[config.mk]
export PLATFORM = sky130hd
export DESIGN_NAME = tagged_decimal_field_receiver
export DESIGN_NICKNAME = d
export VERILOG_FILES = /design/src/rtl/tdfr_pkg.sv /design/src/rtl/tdfr_parser.sv /design/src/rtl/tagged_decimal_field_receiver.sv
export SDC_FILE = /design/constraint.sdc
export NUM_CORES = 1
export LEC_CHECK = 0
export BUFFER_PORTS_ARGS = -buffer_cell sky130_fd_sc_hd__clkbuf_2
export CAP_MARGIN = 5
export CORE_UTILIZATION = 39
export DETAILED_ROUTE_END_ITERATION = 10
export GPL_ROUTABILITY_DRIVEN = 0
export PLACE_DENSITY = 0.65
export SETUP_SLACK_MARGIN = 0.4
export SLEW_MARGIN = 20
export SYNTH_ARGS = -nofsm -noshare
export SYNTH_HDL_FRONTEND = slang
export SYNTH_SLANG_ARGS = --single-unit
[constraint.sdc]
create_clock -name i_clk -period 6.4 [get_ports i_clk]
set_input_delay 0.96 -clock i_clk [delete_from_list [all_inputs] [get_ports i_clk]]
set_output_delay 0.96 -clock i_clk [all_outputs]
set_load 0.02 [all_outputs]
[src/rtl/tdfr_pkg.sv]
package tdfr_pkg;

    // received byte codes
    localparam logic [7:0] CH_LOW_D  = 8'h64;  // 'd'
    localparam logic [7:0] CH_LOW_T  = 8'h74;  // 't'
    localparam logic [7:0] CH_TILDE  = 8'h7E;  // '~'
    localparam logic [7:0] CH_UP_Y   = 8'h59;  // 'Y'
    localparam logic [7:0] CH_UP_M   = 8'h4D;  // 'M'
    localparam logic [7:0] CH_UP_D   = 8'h44;  // 'D'
    localparam logic [7:0] CH_UP_H   = 8'h48;  // 'H'
    localparam logic [7:0] CH_PLUS   = 8'h2B;  // '+'
    localparam logic [7:0] CH_MINUS  = 8'h2D;  // '-'
    localparam logic [7:0] CH_ZERO   = 8'h30;  // '0'
    localparam logic [7:0] CH_NINE   = 8'h39;  // '9'
    localparam logic [7:0] CH_SPACE  = 8'h20;
    localparam logic [7:0] CH_TAB    = 8'h09;
    localparam logic [7:0] CH_CR     = 8'h0D;

    localparam logic [31:0] MAG_LIMIT = 32'h8000_0000;
    localparam logic [31:0] POS_MAX   = 32'h7FFF_FFFF;

    // output field codes
    localparam logic [2:0] FC_YEAR   = 3'd0;
    localparam logic [2:0] FC_MONTH  = 3'd1;
    localparam logic [2:0] FC_DAY    = 3'd2;
    localparam logic [2:0] FC_HOUR   = 3'd3;
    localparam logic [2:0] FC_MINUTE = 3'd4;

    typedef enum logic [1:0] {
        LT_NONE = 2'd0,
        LT_D    = 2'd1,
        LT_T    = 2'd2
    } t_letter;

    typedef enum logic [2:0] {
        FLD_NONE   = 3'd0,
        FLD_YEAR   = 3'd1,
        FLD_MONTH  = 3'd2,
        FLD_DAY    = 3'd3,
        FLD_HOUR   = 3'd4,
        FLD_MINUTE = 3'd5
    } t_field;

    typedef enum logic [1:0] {
        PH_SKIP = 2'd0,
        PH_NUM  = 2'd1,
        PH_DONE = 2'd2
    } t_phase;

    typedef struct packed {
        logic        valid;
        logic [2:0]  code;
        logic [31:0] value;
        logic        commit;
    } t_result;

    function automatic logic [2:0] field_code(input t_field f);
        logic [2:0] c;
        c = FC_YEAR;
        unique case (f)
            FLD_YEAR:   c = FC_YEAR;
            FLD_MONTH:  c = FC_MONTH;
            FLD_DAY:    c = FC_DAY;
            FLD_HOUR:   c = FC_HOUR;
            FLD_MINUTE: c = FC_MINUTE;
            default:    c = FC_YEAR;
        endcase
        return c;
    endfunction

endpackage

[src/rtl/tdfr_parser.sv]
module tdfr_parser
    import tdfr_pkg::*;
(
    input  logic       i_clk,
    input  logic       i_rst_n,
    input  logic       i_step,
    input  logic [7:0] i_byte,
    output t_result    o_res
);

    t_letter     r_letter, n_letter;
    t_field      r_field, n_field;
    t_phase      r_phase, n_phase;
    logic [31:0] r_acc, n_acc;
    logic        r_neg, n_neg;

    t_letter     letter_now;
    t_field      sel;
    logic        is_ws, is_sign, is_digit, in_num;
    logic [35:0] prod;

    always_comb begin
        is_ws    = (i_byte == CH_SPACE) || ((i_byte >= CH_TAB) && (i_byte <= CH_CR));
        is_sign  = (i_byte == CH_PLUS) || (i_byte == CH_MINUS);
        is_digit = (i_byte >= CH_ZERO) && (i_byte <= CH_NINE);
        // acc * 10 + digit, digit is the low nibble of '0'..'9'
        prod = ({4'd0, r_acc} << 3) + ({4'd0, r_acc} << 1) + {32'd0, i_byte[3:0]};

        if (i_byte == CH_LOW_D) begin
            letter_now = LT_D;
        end else if (i_byte == CH_LOW_T) begin
            letter_now = LT_T;
        end else if (i_byte == CH_TILDE) begin
            letter_now = LT_NONE;
        end else begin
            letter_now = r_letter;
        end

        sel = FLD_NONE;
        if (letter_now == LT_D) begin
            if (i_byte == CH_UP_Y)      sel = FLD_YEAR;
            else if (i_byte == CH_UP_M) sel = FLD_MONTH;
            else if (i_byte == CH_UP_D) sel = FLD_DAY;
        end else if (letter_now == LT_T) begin
            if (i_byte == CH_UP_H)      sel = FLD_HOUR;
            else if (i_byte == CH_UP_M) sel = FLD_MINUTE;
        end

        n_letter = r_letter;
        n_field  = r_field;
        n_phase  = r_phase;
        n_acc    = r_acc;
        n_neg    = r_neg;
        in_num   = 1'b0;

        o_res.valid  = 1'b0;
        o_res.code   = field_code(r_field);
        o_res.value  = r_neg ? (32'd0 - r_acc) : ((r_acc > POS_MAX) ? POS_MAX : r_acc);
        o_res.commit = (r_field == FLD_MINUTE);

        if (i_step) begin
            if (sel != FLD_NONE) begin
                // tag selects a field and restarts the number
                n_field  = sel;
                n_letter = LT_NONE;
                n_acc    = '0;
                n_phase  = PH_SKIP;
                n_neg    = 1'b0;
            end else begin
                n_letter = letter_now;
                unique case (r_phase)
                    PH_SKIP: begin
                        if (is_sign) begin
                            n_neg   = (i_byte == CH_MINUS);
                            n_phase = PH_NUM;
                        end else if (!is_ws) begin
                            in_num = 1'b1;
                        end
                    end
                    PH_NUM:  in_num = 1'b1;
                    PH_DONE: in_num = 1'b0;
                    default: in_num = 1'b0;
                endcase
                if (in_num) begin
                    if (is_digit) begin
                        n_phase = PH_NUM;
                        n_acc   = (prod > {4'd0, MAG_LIMIT}) ? MAG_LIMIT : prod[31:0];
                    end else begin
                        n_phase = PH_DONE;
                    end
                end
                // '~' does not touch the number, so current regs give the value
                o_res.valid = (i_byte == CH_TILDE) && (r_field != FLD_NONE);
            end
        end
    end

    always_ff @(posedge i_clk) begin
        if (!i_rst_n) begin
            r_letter <= LT_NONE;
            r_field  <= FLD_NONE;
            r_phase  <= PH_SKIP;
            r_acc    <= '0;
            r_neg    <= 1'b0;
        end else begin
            r_letter <= n_letter;
            r_field  <= n_field;
            r_phase  <= n_phase;
            r_acc    <= n_acc;
            r_neg    <= n_neg;
        end
    end

    a_acc_sat: assert property (@(posedge i_clk) disable iff (!i_rst_n)
        r_acc <= MAG_LIMIT)
        else $error("accumulator above saturation limit");

    a_skip_empty: assert property (@(posedge i_clk) disable iff (!i_rst_n)
        (r_phase == PH_SKIP) |-> (r_acc == 32'd0))
        else $error("accumulator nonzero while skipping whitespace");

    a_tag_restart: assert property (@(posedge i_clk) disable iff (!i_rst_n)
        (i_step && sel != FLD_NONE) |=> (r_phase == PH_SKIP && !r_neg
                                        && r_letter == LT_NONE))
        else $error("tag did not restart the parser");

    a_no_emit_unselected: assert property (@(posedge i_clk) disable iff (!i_rst_n)
        o_res.valid |-> (r_field != FLD_NONE))
        else $error("word emitted with no field selected");

endmodule

[src/rtl/tagged_decimal_field_receiver.sv]
// path: an accepted byte waits in the input register; the step on it updates the parser state
//   and loads its word into the result register, which drives o_out_valid
// throughput: one byte per cycle; the input register advances whenever the
//   result register is empty or being drained
// reset: synchronous active-low i_rst_n clears the valid flags of both registers and the parser state
module tagged_decimal_field_receiver
    import tdfr_pkg::*;
(
    input  logic        i_clk,
    input  logic        i_rst_n,
    input  logic        i_in_valid,
    output logic        o_in_ready,
    input  logic [7:0]  i_rx_byte,
    output logic        o_out_valid,
    input  logic        i_out_ready,
    output logic [2:0]  o_field_code,
    output logic signed [31:0] o_field_value,
    output logic        o_commit_clock
);

    logic        r_in_valid;
    logic [7:0]  r_in_byte;
    logic        r_out_valid;
    logic [2:0]  r_code;
    logic [31:0] r_value;
    logic        r_commit;
    logic        step;
    t_result     res;

    assign step       = r_in_valid && (!r_out_valid || i_out_ready);
    assign o_in_ready = !r_in_valid || step;

    tdfr_parser u_parser (
        .i_clk   (i_clk),
        .i_rst_n (i_rst_n),
        .i_step  (step),
        .i_byte  (r_in_byte),
        .o_res   (res)
    );

    always_ff @(posedge i_clk) begin
        if (!i_rst_n) begin
            r_in_valid <= 1'b0;
        end else if (o_in_ready) begin
            r_in_valid <= i_in_valid;
        end
    end

    always_ff @(posedge i_clk) begin
        if (o_in_ready && i_in_valid) begin
            r_in_byte <= i_rx_byte;
        end
    end

    always_ff @(posedge i_clk) begin
        if (!i_rst_n) begin
            r_out_valid <= 1'b0;
        end else if (step) begin
            r_out_valid <= res.valid;
        end else if (i_out_ready) begin
            r_out_valid <= 1'b0;
        end
    end

    always_ff @(posedge i_clk) begin
        if (step && res.valid) begin
            r_code   <= res.code;
            r_value  <= res.value;
            r_commit <= res.commit;
        end
    end

    assign o_out_valid    = r_out_valid;
    assign o_field_code   = r_code;
    assign o_field_value  = $signed(r_value);
    assign o_commit_clock = r_commit;

    a_code_range: assert property (@(posedge i_clk) disable iff (!i_rst_n)
        o_out_valid |-> (o_field_code <= FC_MINUTE))
        else $error("field code out of range");

    a_commit_minute: assert property (@(posedge i_clk) disable iff (!i_rst_n)
        (o_out_valid && o_commit_clock) |-> (o_field_code == FC_MINUTE))
        else $error("commit raised for a field other than minute");

    a_no_step_when_full: assert property (@(posedge i_clk) disable iff (!i_rst_n)
        (r_out_valid && !i_out_ready) |-> !step)
        else $error("parser advanced while result word stalled");

endmodule

==> metrics.yaml <==
result_of_the_run: "finished clean"
crit_fanout: 17
initialDrtViolationCount: 544
post_route_cells_drive_above_1_share_pct: 10.82
cp_data_arrival_time_ns: 4.69
drt-vias-per-instance: 5.898
drv_cap: 0
groute.usage.overall_pct: 21.19
hold_path_depth: 2
num_antenna_cells: 0
timing.hold.worst.class: "flop to flop"
grt_first_pass_wirelength_um: 28160
setup.worst_path.end_class: "flop"
area_growth_syn_to_layout_pct: 11.02
setup-violations-final: 0
synth.yosys.seq_area_share_pct: 32.94
r2r.worst_path.cells: 13
numClockSinks: 85
post_synth_num_cell_types: 72
clk_root_buffer_cell: "clkbuf_16"
number_of_antenna_violations_at_the_first_check_in_global_routing: 0
ys.flop_type: "edfxtp_1"
placeable_core_region_mm2: 0.01606
wl_um: 17110
cts.clk_slew.worst_paths_ns: 0.06
post-route-period-util_pct: 69.24
worst_ir_drop_on_vdd_mv: 0.1323
globalRouteOverflowTotal: 0
port_buffers: 49
period_needed_ns: 4.431
syn_inst: 747
clock.fmax_mhz: 225.7
core.rowCount: 46
synth.net_count: 826
static-leakage-power_nw: 2.896
drt-wirelength-per-cell_um: 17.25
route.antenna.remaining_nets: 0
hold_viol: 0
die_area_mm2: 0.01712
cts_repair_resize_count: 0
report.final.slew_viol_count: 0
powerDensity_mw_per_mm2: 164.6
power.total_mw: 1.183
combined_area_of_all_synthesized_cells_mm2: 0.006472
io_pins: 50
cts_tree: "built"
cts_hold_repair.buffers: 0
worstSetupPathType: "flop to flop"
clkLatencyLatePin_ns: 0.34
post_synth.cell_area_avg_um2: 8.665
max_h_tree_level: 3
synth-edff-count: 43
detail_route.first_pass.iterations: 4
cts.repair_timing.setup_buffer_count: 0
drc: 0
cp.required_ns: 6.65
grt_start_max_net_pins: 45
critPathLaunchType: "flop"
setup_tns_ns: 0
dieWidth_um: 130.8
numCtsBuffers: 9
maxSlewHeadroom_pct: 33.31
number_of_global_route_vias_before_repair: 5554
initial_util_pct: 40.31
fin_worst_skew_ns: 0.01042
vias: 5851
slew_at_the_pin_closest_to_its_max_slew_limit_ns: 0.9989
asyncSetResetFlopFracSynth_pct: 0
die_height_um: 130.8
grt_setup_unrepaired: "false"
yosys_warnings: 0
detailed_place_hpwl_um: 12630
ys_ff_latch: 85
max-clock-path-buffers: 2
num-nets-final: 850
==> final timing paths <==
path	slack, ns	end	from
max	1.97	u_parser.r_acc[10]	r_in_byte[3]
min	0.49	u_parser.r_phase[0]	u_parser.r_phase[0]
max reg2reg	1.97	u_parser.r_acc[10]	r_in_byte[3]
min reg2reg	0.49	u_parser.r_phase[0]	u_parser.r_phase[0]
==> power breakdown <==
| group | leakage, nW | internal, mW | switching (mW) |
|---|---|---|---|
| Sequential | 0.675 | 0.574 | 0.0114 |
| Combinational | 2.07 | 0.0162 | 0.0237 |
| Clock | 0.154 | 0.339 | 0.219 |
| Total | 2.90 | 0.929 | 0.254 |
==> routing by layer <==
layer  track usage (%)  up-vias  part of all wire (%)
met5                 0        -                     0
met4             7.302        0                   2.5
met3             4.723       35                   4.6
met2             33.64      129                    45
met1             28.32     2779                    47
li1                  -     2908                     -
==> registers in the layout (all words and copies together) (netlist names) <==
signal	flops
r_in_byte	8
o_out_valid	1
o_field_value	32
u_parser.r_neg	1
u_parser.r_field	3
u_parser.r_acc	32
o_field_code	3
r_in_valid	1
u_parser.r_letter	2
u_parser.r_phase	2
==> per-stage QoR <==
step           setup WS, ns  hold slack [ns]  cell area (um2)  utilization (%)  cells
2_1_floorplan         2.029           0.4537             6472                -    747
3_3_place_gp          2.214           0.4766             6877            42.82    976
3_5_place_dp          2.049           0.4816             6878            42.83    976
4_1_cts               2.019           0.4916             7186            44.75    992
5_1_grt               1.618           0.5153             7186            44.75    992
6_report              1.969           0.4876             7186            44.75    992
==> synthesized netlist by cell type, drive strengths merged, types with 7 or more instances <==
library cell	instances	area, um2
buf	11	58.80
nor2	47	176.4
dfxtp	42	840.8
nand4	15	93.84
xor2	14	122.6
inv	27	101.4
nand3	46	230.2
a211oi	14	105.1
ha	65	813.3
o21ai	33	165.2
a21o	12	90.09
a31oi	14	87.58
xnor2	15	131.4
or4	7	57.56
nor2b	11	68.82
nor4	15	108.9
and2	8	50.05
nand2b	10	62.56
nor3	38	195.2
nand2	43	161.4
o31ai	39	292.8
a21oi	61	305.3
clkbuf	31	116.4
edfxtp	43	1291
==> area by class of cell <==
class | instances | area (um2)
Inverter | 27 | 101.3
Tap cell | 216 | 270.3
Sequential cell | 85 | 2132
Fill cell | 1593 | 8872
Clock buffer | 10 | 229.0
Multi-Input combinational cell | 593 | 4084
Clock inverter | 6 | 78.83
Timing Repair Buffer | 55 | 290.3
==> cell families after synthesis <==
group / share of synthesized area [%]
AOI/OAI and AO/OA: 23.02
xor gates and xnor gates: 3.924
adders and majority gates: 13.18
buffers and inverters: 4.272
DFF: 32.94
muxes: 1.102
and+or+nand+nor: 21.55
==> cells in the final DEF (no fill, tap or decap), types with 5 or more instances in the layout <==
master and n:
mux2i_1 6, edfxtp_1 43, nor2_1 47, ha_1 65, dfxtp_1 42, a31oi_1 14
a211oi_1 14, nand3_1 46, nor2b_1 11, nor4_1 14, and2_1 7, nor3_1 36
or4_1 5, clkbuf_16 9, o21bai_1 5, xnor2_1 15, nand2_1 43, o31a_1 5
xor2_1 14, nand4_1 15, nand2b_1 10, a21oi_1 61, o21a_1 6, clkbuf_2 49
inv_1 27, buf_4 6, o21ai_0 32, o31ai_1 38, a21o_1 12
==> worst max-delay path, cell delays in order, from the launching register on <==
cell and delay, ns:
edfxtp_1 0.58, inv_1 0.20, fa_1 0.63, inv_1 0.06, ha_1 0.28, a211oi_1 0.35
o31ai_1 0.25, a22oi_1 0.30, nand3_1 0.11, a31oi_1 0.19, xor2_1 0.20, nand3_1 0.49
buf_4 0.44, o31ai_1 0.25
Note: power is estimated with default switching activity, not from simulation.
